`src/eepps_pkg.sv`:
```
// Shared types and constants of the EEPROM page program sequencer.
package eepps_pkg;

  localparam int BUS_ADDR_W = 24;
  localparam int DATA_W     = 8;
  localparam int QUEUE_DEPTH = 4;

  localparam logic [DATA_W-1:0] POLL_MASK_RESET = 8'h80;

  localparam logic [BUS_ADDR_W-1:0] UNLOCK_ADDR_A = 24'h005555;
  localparam logic [BUS_ADDR_W-1:0] UNLOCK_ADDR_B = 24'h002AAA;
  localparam logic [DATA_W-1:0]     UNLOCK_DATA_1 = 8'hAA;
  localparam logic [DATA_W-1:0]     UNLOCK_DATA_2 = 8'h55;
  localparam logic [DATA_W-1:0]     UNLOCK_DATA_3 = 8'hA0;

  localparam logic REQ_DATA = 1'b0;
  localparam logic REQ_READ = 1'b1;

  typedef enum logic [1:0] {
    ST_OK     = 2'd0,
    ST_PAGE   = 2'd1,
    ST_RUN    = 2'd2,
    ST_REJECT = 2'd3
  } status_e;

  typedef enum logic [1:0] {
    CMD_REJECT,
    CMD_POLL,
    CMD_WRITE
  } cmd_kind_e;

  typedef enum logic [2:0] {
    BS_UNLOCK1,
    BS_UNLOCK2,
    BS_UNLOCK3,
    BS_DATA,
    BS_POLL
  } back_step_e;

  // One burst of bus cycles, as decided by the front end.
  typedef struct packed {
    cmd_kind_e               kind;
    logic                    unlock;
    logic                    poll;
    status_e                 poll_status;
    logic [DATA_W-1:0]       data;
    logic [BUS_ADDR_W-1:0]   addr;
  } eepps_cmd_t;

endpackage

```
`src/eepps_in_if.sv`:
```
// Input channel of the sequencer: data bytes and poll read-back bytes.
interface eepps_in_if;
  logic        valid;
  logic        ready;
  logic        req_type;
  logic [23:0] start_addr;
  logic        first_byte;
  logic [7:0]  data_byte;
  logic        last_byte;
  logic [7:0]  read_byte;

  modport source (
    output valid, req_type, start_addr, first_byte, data_byte, last_byte, read_byte,
    input  ready
  );
  modport sink (
    input  valid, req_type, start_addr, first_byte, data_byte, last_byte, read_byte,
    output ready
  );
endinterface

```
`src/eepps_out_if.sv`:
```
// Output channel of the sequencer: EEPROM bus cycles with status.
interface eepps_out_if;
  logic        valid;
  logic        ready;
  logic        bus_write;
  logic [23:0] bus_addr;
  logic [7:0]  bus_data;
  logic [1:0]  status;
  logic        end_of_burst;

  modport source (
    output valid, bus_write, bus_addr, bus_data, status, end_of_burst,
    input  ready
  );
  modport sink (
    input  valid, bus_write, bus_addr, bus_data, status, end_of_burst,
    output ready
  );
endinterface

```
`src/eepps_front.sv`:
```
// Front end: accepts items, tracks run and polling state, emits burst commands.
module eepps_front #(
  parameter int PAGE_BYTES = 64,
  parameter int ADDR_BITS  = 24
) (
  input  logic                   clk_i,
  input  logic                   rst_ni,
  eepps_in_if.sink               in_i,
  input  logic                   poll_mask_we_i,
  input  logic [7:0]             poll_mask_i,
  output logic                   push_valid_o,
  output eepps_pkg::eepps_cmd_t  push_cmd_o,
  input  logic                   push_ready_i
);
  import eepps_pkg::*;

  localparam int PosW = (PAGE_BYTES > 1) ? $clog2(PAGE_BYTES) : 1;
  localparam logic [PosW-1:0] PosLast = PosW'(PAGE_BYTES - 1);

  logic [DATA_W-1:0]     poll_mask_q;
  logic [ADDR_BITS-1:0]  next_addr_q, next_addr_d;
  logic [PosW-1:0]       pos_q, pos_d;
  logic [DATA_W-1:0]     wr_byte_q, wr_byte_d;
  logic [BUS_ADDR_W-1:0] wr_addr_q, wr_addr_d;
  logic                  polling_q, polling_d;
  logic                  run_end_q, run_end_d;

  logic                  accept;
  logic [31:0]           start_ext;
  logic [31:0]           addr_ext;
  logic [ADDR_BITS-1:0]  addr_eff;
  logic [PosW-1:0]       pos_eff;
  logic                  page_wrap;
  logic                  match;

  assign in_i.ready = push_ready_i;
  assign accept     = in_i.valid && in_i.ready;

  assign start_ext = 32'(in_i.start_addr);
  assign addr_eff  = in_i.first_byte ? start_ext[ADDR_BITS-1:0] : next_addr_q;
  assign addr_ext  = 32'(addr_eff);
  assign pos_eff   = in_i.first_byte ? '0 : pos_q;
  assign page_wrap = (pos_eff == PosLast);
  assign match     = (((in_i.read_byte ^ wr_byte_q) & poll_mask_q) == '0);

  always_comb begin
    next_addr_d  = next_addr_q;
    pos_d        = pos_q;
    wr_byte_d    = wr_byte_q;
    wr_addr_d    = wr_addr_q;
    polling_d    = polling_q;
    run_end_d    = run_end_q;
    push_valid_o = 1'b0;

    push_cmd_o             = '0;
    push_cmd_o.kind        = CMD_REJECT;
    push_cmd_o.poll_status = run_end_q ? ST_RUN : ST_PAGE;
    push_cmd_o.addr        = wr_addr_q;

    if (accept) begin
      if (in_i.req_type == REQ_READ) begin
        if (!polling_q) begin
          push_valid_o = 1'b1;
        end else if (match) begin
          polling_d = 1'b0;
          run_end_d = 1'b0;
        end else begin
          push_valid_o    = 1'b1;
          push_cmd_o.kind = CMD_POLL;
        end
      end else if (polling_q) begin
        push_valid_o = 1'b1;
      end else begin
        push_valid_o      = 1'b1;
        push_cmd_o.kind   = CMD_WRITE;
        push_cmd_o.unlock = (pos_eff == '0);
        push_cmd_o.data   = in_i.data_byte;
        push_cmd_o.addr   = addr_ext[BUS_ADDR_W-1:0];
        wr_byte_d         = in_i.data_byte;
        wr_addr_d         = addr_ext[BUS_ADDR_W-1:0];
        next_addr_d       = addr_eff + ADDR_BITS'(1);
        if (in_i.last_byte) begin
          run_end_d              = 1'b1;
          polling_d              = 1'b1;
          pos_d                  = '0;
          push_cmd_o.poll        = 1'b1;
          push_cmd_o.poll_status = ST_RUN;
        end else if (page_wrap) begin
          run_end_d              = 1'b0;
          polling_d              = 1'b1;
          pos_d                  = '0;
          push_cmd_o.poll        = 1'b1;
          push_cmd_o.poll_status = ST_PAGE;
        end else begin
          pos_d = pos_eff + PosW'(1);
        end
      end
    end
  end

  always_ff @(posedge clk_i or negedge rst_ni) begin
    if (!rst_ni) begin
      poll_mask_q <= POLL_MASK_RESET;
      next_addr_q <= '0;
      pos_q       <= '0;
      wr_byte_q   <= '0;
      wr_addr_q   <= '0;
      polling_q   <= 1'b0;
      run_end_q   <= 1'b0;
    end else begin
      if (poll_mask_we_i) begin
        poll_mask_q <= poll_mask_i;
      end
      next_addr_q <= next_addr_d;
      pos_q       <= pos_d;
      wr_byte_q   <= wr_byte_d;
      wr_addr_q   <= wr_addr_d;
      polling_q   <= polling_d;
      run_end_q   <= run_end_d;
    end
  end

endmodule

```
`src/eepps_queue.sv`:
```
// Short command queue between the front end and the bus cycle generator.
module eepps_queue (
  input  logic                   clk_i,
  input  logic                   rst_ni,
  input  logic                   push_valid_i,
  input  eepps_pkg::eepps_cmd_t  push_cmd_i,
  output logic                   push_ready_o,
  output logic                   pop_valid_o,
  output eepps_pkg::eepps_cmd_t  pop_cmd_o,
  input  logic                   pop_ready_i
);
  import eepps_pkg::*;

  localparam int PtrW = $clog2(QUEUE_DEPTH);

  eepps_cmd_t          mem_q [QUEUE_DEPTH];
  logic [PtrW-1:0]     wr_ptr_q, rd_ptr_q;
  logic [PtrW:0]       count_q, count_d;
  logic                push, pop;

  assign push_ready_o = (count_q != (PtrW + 1)'(QUEUE_DEPTH));
  assign pop_valid_o  = (count_q != '0);
  assign pop_cmd_o    = mem_q[rd_ptr_q];
  assign push         = push_valid_i && push_ready_o;
  assign pop          = pop_valid_o && pop_ready_i;

  always_comb begin
    count_d = count_q;
    if (push && !pop) begin
      count_d = count_q + (PtrW + 1)'(1);
    end else if (pop && !push) begin
      count_d = count_q - (PtrW + 1)'(1);
    end
  end

  always_ff @(posedge clk_i) begin
    if (push) begin
      mem_q[wr_ptr_q] <= push_cmd_i;
    end
  end

  always_ff @(posedge clk_i or negedge rst_ni) begin
    if (!rst_ni) begin
      wr_ptr_q <= '0;
      rd_ptr_q <= '0;
      count_q  <= '0;
    end else begin
      if (push) begin
        wr_ptr_q <= wr_ptr_q + PtrW'(1);
      end
      if (pop) begin
        rd_ptr_q <= rd_ptr_q + PtrW'(1);
      end
      count_q <= count_d;
    end
  end

endmodule

```
`src/eepps_back.sv`:
```
// Back end: expands each command into its run of EEPROM bus cycles.
module eepps_back (
  input  logic                   clk_i,
  input  logic                   rst_ni,
  input  logic                   pop_valid_i,
  input  eepps_pkg::eepps_cmd_t  pop_cmd_i,
  output logic                   pop_ready_o,
  eepps_out_if.source            out_o
);
  import eepps_pkg::*;

  back_step_e  step_q, step_d;
  logic        active_q, active_d;
  eepps_cmd_t  cmd_q, cmd_d;

  logic        fire;
  logic        last;
  back_step_e  step_next;
  back_step_e  step_first;

  always_ff @(posedge clk_i or negedge rst_ni) begin
    if (!rst_ni) begin
      step_q   <= BS_POLL;
      active_q <= 1'b0;
    end else begin
      step_q   <= step_d;
      active_q <= active_d;
    end
  end

  always_ff @(posedge clk_i) begin
    cmd_q <= cmd_d;
  end

  always_comb begin
    out_o.valid        = active_q;
    out_o.bus_write    = 1'b1;
    out_o.bus_addr     = '0;
    out_o.bus_data     = '0;
    out_o.status       = ST_OK;
    out_o.end_of_burst = 1'b0;
    last               = 1'b0;
    step_next          = step_q;

    case (step_q)
      BS_UNLOCK1: begin
        out_o.bus_addr = UNLOCK_ADDR_A;
        out_o.bus_data = UNLOCK_DATA_1;
        step_next      = BS_UNLOCK2;
      end
      BS_UNLOCK2: begin
        out_o.bus_addr = UNLOCK_ADDR_B;
        out_o.bus_data = UNLOCK_DATA_2;
        step_next      = BS_UNLOCK3;
      end
      BS_UNLOCK3: begin
        out_o.bus_addr = UNLOCK_ADDR_A;
        out_o.bus_data = UNLOCK_DATA_3;
        step_next      = BS_DATA;
      end
      BS_DATA: begin
        out_o.bus_addr = cmd_q.addr;
        out_o.bus_data = cmd_q.data;
        last           = !cmd_q.poll;
        step_next      = BS_POLL;
      end
      BS_POLL: begin
        out_o.bus_write = 1'b0;
        last            = 1'b1;
        if (cmd_q.kind == CMD_REJECT) begin
          out_o.status = ST_REJECT;
        end else begin
          out_o.bus_addr = cmd_q.addr;
          out_o.status   = cmd_q.poll_status;
        end
      end
      default: begin
        last = 1'b1;
      end
    endcase
    out_o.end_of_burst = last;

    fire = active_q && out_o.ready;

    if (pop_cmd_i.kind != CMD_WRITE) begin
      step_first = BS_POLL;
    end else if (pop_cmd_i.unlock) begin
      step_first = BS_UNLOCK1;
    end else begin
      step_first = BS_DATA;
    end

    // A new command is taken when idle or as the last cycle of the current one leaves.
    pop_ready_o = !active_q || (fire && last);
    step_d      = step_q;
    active_d    = active_q;
    cmd_d       = cmd_q;
    if (pop_ready_o && pop_valid_i) begin
      cmd_d    = pop_cmd_i;
      active_d = 1'b1;
      step_d   = step_first;
    end else if (fire && last) begin
      active_d = 1'b0;
    end else if (fire) begin
      step_d = step_next;
    end
  end

endmodule

```
`src/eeprom_page_program_sequencer_unit.sv`:
```
// An accepted item is registered in the command queue, then in the bus cycle generator.
// Throughput: one bus cycle per clock while out_o.ready is high; a data byte
// costs its write, plus the unlock cycles at the first byte of a page or run
// and a poll read at its last byte. The bus cycle generator sets this rate.
// Reset (rst_ni, asynchronous, active low) clears run and polling state and
// sets poll_mask to 0x80.
module eeprom_page_program_sequencer_unit #(
  parameter int PAGE_BYTES = 64,
  parameter int ADDR_BITS  = 24
) (
  input  logic        clk_i,
  input  logic        rst_ni,
  eepps_in_if.sink    in_i,
  eepps_out_if.source out_o,
  input  logic        poll_mask_we_i,
  input  logic [7:0]  poll_mask_i
);
  import eepps_pkg::*;

  logic        push_valid, push_ready;
  eepps_cmd_t  push_cmd;
  logic        pop_valid, pop_ready;
  eepps_cmd_t  pop_cmd;

  eepps_front #(
    .PAGE_BYTES (PAGE_BYTES),
    .ADDR_BITS  (ADDR_BITS)
  ) u_front (
    .clk_i          (clk_i),
    .rst_ni         (rst_ni),
    .in_i           (in_i),
    .poll_mask_we_i (poll_mask_we_i),
    .poll_mask_i    (poll_mask_i),
    .push_valid_o   (push_valid),
    .push_cmd_o     (push_cmd),
    .push_ready_i   (push_ready)
  );

  eepps_queue u_queue (
    .clk_i        (clk_i),
    .rst_ni       (rst_ni),
    .push_valid_i (push_valid),
    .push_cmd_i   (push_cmd),
    .push_ready_o (push_ready),
    .pop_valid_o  (pop_valid),
    .pop_cmd_o    (pop_cmd),
    .pop_ready_i  (pop_ready)
  );

  eepps_back u_back (
    .clk_i       (clk_i),
    .rst_ni      (rst_ni),
    .pop_valid_i (pop_valid),
    .pop_cmd_i   (pop_cmd),
    .pop_ready_o (pop_ready),
    .out_o       (out_o)
  );

endmodule
```
`src/flat_wrapper.sv`:
```
// flat-port wrapper written by rule: the top's interface ports become plain ports
module eeprom_page_program_sequencer_unit_flat import eepps_pkg::*;
#(
  parameter int PAGE_BYTES = 64,
  parameter int ADDR_BITS  = 24
)
  (clk_i, rst_ni, poll_mask_we_i, poll_mask_i, in_i_valid, in_i_req_type, in_i_start_addr, in_i_first_byte, in_i_data_byte, in_i_last_byte, in_i_read_byte, in_i_ready, out_o_valid, out_o_bus_write, out_o_bus_addr, out_o_bus_data, out_o_status, out_o_end_of_burst, out_o_ready);
  eepps_in_if in_i_i ();
  eepps_out_if out_o_i ();
  input  logic clk_i;
  input  logic rst_ni;
  input  logic poll_mask_we_i;
  input  logic [7:0] poll_mask_i;
  input wire logic [$bits(in_i_i.valid)-1:0] in_i_valid;
  input wire logic [$bits(in_i_i.req_type)-1:0] in_i_req_type;
  input wire logic [$bits(in_i_i.start_addr)-1:0] in_i_start_addr;
  input wire logic [$bits(in_i_i.first_byte)-1:0] in_i_first_byte;
  input wire logic [$bits(in_i_i.data_byte)-1:0] in_i_data_byte;
  input wire logic [$bits(in_i_i.last_byte)-1:0] in_i_last_byte;
  input wire logic [$bits(in_i_i.read_byte)-1:0] in_i_read_byte;
  output wire logic [$bits(in_i_i.ready)-1:0] in_i_ready;
  output wire logic [$bits(out_o_i.valid)-1:0] out_o_valid;
  output wire logic [$bits(out_o_i.bus_write)-1:0] out_o_bus_write;
  output wire logic [$bits(out_o_i.bus_addr)-1:0] out_o_bus_addr;
  output wire logic [$bits(out_o_i.bus_data)-1:0] out_o_bus_data;
  output wire logic [$bits(out_o_i.status)-1:0] out_o_status;
  output wire logic [$bits(out_o_i.end_of_burst)-1:0] out_o_end_of_burst;
  input wire logic [$bits(out_o_i.ready)-1:0] out_o_ready;
  assign in_i_i.valid = in_i_valid;
  assign in_i_i.req_type = in_i_req_type;
  assign in_i_i.start_addr = in_i_start_addr;
  assign in_i_i.first_byte = in_i_first_byte;
  assign in_i_i.data_byte = in_i_data_byte;
  assign in_i_i.last_byte = in_i_last_byte;
  assign in_i_i.read_byte = in_i_read_byte;
  assign in_i_ready = in_i_i.ready;
  assign out_o_valid = out_o_i.valid;
  assign out_o_bus_write = out_o_i.bus_write;
  assign out_o_bus_addr = out_o_i.bus_addr;
  assign out_o_bus_data = out_o_i.bus_data;
  assign out_o_status = out_o_i.status;
  assign out_o_end_of_burst = out_o_i.end_of_burst;
  assign out_o_i.ready = out_o_ready;
  eeprom_page_program_sequencer_unit #(.PAGE_BYTES(PAGE_BYTES), .ADDR_BITS(ADDR_BITS)) u_core (.clk_i(clk_i), .rst_ni(rst_ni), .in_i(in_i_i), .out_o(out_o_i), .poll_mask_we_i(poll_mask_we_i), .poll_mask_i(poll_mask_i));
endmodule
```
`config.mk`:
```
export PLATFORM = sky130hd
export DESIGN_NAME = eeprom_page_program_sequencer_unit_flat
export DESIGN_NICKNAME = d
export VERILOG_FILES = /design/src/eepps_pkg.sv /design/src/eepps_in_if.sv /design/src/eepps_out_if.sv /design/src/eepps_front.sv /design/src/eepps_queue.sv /design/src/eepps_back.sv /design/src/eeprom_page_program_sequencer_unit.sv /design/src/flat_wrapper.sv
export SDC_FILE = /design/constraint.sdc
export NUM_CORES = 1
export LEC_CHECK = 0
export BUFFER_PORTS_ARGS = -buffer_cell sky130_fd_sc_hd__buf_2
export CAP_MARGIN = 20
export CORE_UTILIZATION = 25
export CTS_CLUSTER_SIZE = 24
export DETAILED_ROUTE_END_ITERATION = 7
export PLACE_DENSITY_LB_ADDON = 0.2
export SKIP_CTS_REPAIR_TIMING = 1
export SYNTH_ARGS = -nofsm -noshare
export SYNTH_HDL_FRONTEND = slang
export SYNTH_SLANG_ARGS = --single-unit
```
`constraint.sdc`:
```
create_clock -name clk_i -period 2.85 [get_ports clk_i]
set_input_delay 0.4275 -clock clk_i [delete_from_list [all_inputs] [get_ports clk_i]]
set_output_delay 0.4275 -clock clk_i [all_outputs]
set_load 0.02 [all_outputs]
```
==> metrics.csv <==
metric,value,unit
status,"finished, violations left",
violations,DRC,
rsz0062_at_grt,false,
r2r_end,u_core.u_queue.count_q[2],
gp_congestion,0.746,
nets,1025,
hp-class,input pin to flop,
cap_violations,0,
drc,16,
yosysWarnings,0,
antenna_left,0,
synth_common_cells,"edfxtp_1 (189), dfrtp_1 (81), nand2_1 (67)",
ys_ff_latch,272,
yosysSeqAreaShare,0.652,
fillers,4654,
power,14.2,mW
endpoint_kind,primary output,
rr_startpoint,u_core.u_front.wr_byte_q[7],
powerDensity,997,nW/µm²
clk_latency,560,ps
synth_flop_cell,edfxtp_1,
intPower,9.62,mW
r2r_setup_slack,310,ps
synth_most_common_cell,edfxtp_1,
area_growth,19.7,%
grt_remaining_overflow,0,
fin_crit_sh,0.926,
syn_nets,911,
setup_tns,0,ps
netlist.area_leader.share,0.477,
die_w,220,µm
antenna_found_initial,1,
ir_drop,0.337,mV
hpwl,19800,µm
period_needed,2640,ps
crit_end,out_o_bus_addr[1],
p_leak,5.47,nW
finalClockSkew,12.6,ps
drt_iter0_markers,440,
drv_slew,0,
worstPathArrival,2210,ps
async_flop_share,0.305,
pwr-share-seq,0.449,
yosysTopAreaCell,edfxtp_1,
syn-cell-area,11900,µm²
avgSynthCellArea,14.1,µm²
combinationalPowerShare,0.303,
setup_viol,0,
grt_pass1_wl,44200,µm
synth_edf_count,189,
path_max_fanout,11,
multi_input_area,3900,µm²
crit_type,flop to primary output,
grt_usage,0.120,
cts_buffers,29,
crit_required,2420,ps
maxSlewHeadroom,0.309,
start_util,0.255,
grt_pass1_vias,7337,
syn_inst,846,
first_pass_iters,6,
swShare,0.323,
die-area,48500,µm²
fp-row-count,79,
fp.dieH,220,µm
core-area,46800,µm²
seq_area,7760,µm²
clock-sinks,272,
switchingPower,4.58,mW
startpoint_type,flop,
hold_violations,0,
tightest_slew,1030,ps
synth_cell_types,57,
path_clk_slew,60,ps
io_buffers,93,
startpoint,u_core.u_back.step_q[0],
drive_gt1_frac,0.244,
synth_area_leaders,"edfxtp_1 (48%), dfrtp_1 (17%), mux4_2 (7.2%)",
vias,7175,
diodes,0,
routed_wl,28500,µm
via_per_inst,4.51,
cts_tree,done,
io-pin-count,94,
grt_max_degree,63,
cts_htree_levels,1,
r2r_cells,11,
clockRootBuffer,clkbuf_16,
pwr-share-clk,0.247,
cts_max_path_buffers,3,
timing.fmax,0.379,GHz
wl_per_cell,17.9,µm
==> critical path, cell delays in order, from the launching register on <==
cell and delay (ps):
dfrtp_1 340, buf_4 170, nand2b_1 200, nor2_1 570, a21o_1 190, buf_2 180
==> per-layer routing <==
metal	vias up	share of wire	GRT usage
met5	-	0.00035	0
met4	2	0.013	0.0285
met3	28	0.045	0.0194
met2	131	0.46	0.186
met1	3573	0.49	0.174
li1	3441	-	-
==> kinds of logic after synthesis <==
kind of cell,after synthesis,share of synthesized area
muxes,71,0.101
xor gates and xnor gates,35,0.0258
and+or+nand+nor,222,0.0943
DFF,272,0.652
adders and majority gates,9,0.0101
buffers and inverters,64,0.0231
AOI/OAI and AO/OA,173,0.0937
==> how the worst min path moves through the flow <==
stage | cells after the start | to | slack, ps | from
2_1_floorplan | 0 | u_core.u_back.out_o.valid | 130 | rst_ni
3_3_place_gp | 1 | u_core.u_back.step_q[0] | 410 | rst_ni
3_5_place_dp | 1 | u_core.u_back.step_q[0] | 410 | rst_ni
4_1_cts | 1 | u_core.u_back.step_q[0] | -190 | rst_ni
5_1_grt | 2 | u_core.u_front.poll_mask_q[6] | 80 | poll_mask_i[6]
6_report | 2 | u_core.u_front.poll_mask_q[1] | 110 | poll_mask_i[1]
==> layout make-up <==
cell class,instances,share of cell area
Sequential cell,272,0.544
Multi-Input combinational cell,510,0.274
Timing Repair Buffer,129,0.0619
Clock inverter,13,0.00509
Clock buffer,41,0.0569
Tap cell,607,0.0533
Inverter,18,0.00474
==> state kept, by name, indices dropped and copies added (netlist names), 3 cells and up <==
register and cells:
u_core.u_back.cmd_q 37, u_core.u_back.step_q 3, u_core.u_front.next_addr_q 24, u_core.u_front.poll_mask_q 8, u_core.u_front.pos_q 6, u_core.u_front.wr_addr_q 24
u_core.u_front.wr_byte_q 8, u_core.u_queue.count_q 3, u_core.u_queue.mem_q 152
==> cell usage in the layout (no fill, tap or decap), types with 18 or more instances in the layout <==
cell       count
mux2i_1       18
nand2_1       67
mux4_2        38
nor2_1        47
and2_1        20
buf_4         24
dfrtp_1       80
nand3_1       23
xor2_1        20
o21ai_0       52
a31oi_1       24
edfxtp_1     189
clkbuf_16     29
a21oi_1       24
a21o_1        26
buf_2         92
==> power by group through the flow <==
| stage | Clock, mW | Combinational (mW) | Sequential [mW] |
|---|---|---|---|
| after floorplan | 0 | 2.89 | 6.28 |
| after global placement | 0 | 4.39 | 6.45 |
| after detailed placement | 0 | 4.43 | 6.48 |
| after CTS | 3.64 | 4.44 | 6.40 |
| after global routing | 3.80 | 4.80 | 6.53 |
| final | 3.51 | 4.31 | 6.38 |
==> per-stage QoR <==
stage          std cells  utilization  hold slack, ps  setup WS [ps]  cell area, µm²
5_1_grt             1590        0.305            79.7           25.5           14200
4_1_cts             1589        0.304            -185           81.1           14200
3_5_place_dp        1535        0.285             413            176           13300
3_3_place_gp        1535        0.285             407            231           13300
6_report            1590        0.305             107            211           14200
2_1_floorplan        846            -             132           37.3           11900
(Power assumes the default switching activity.)
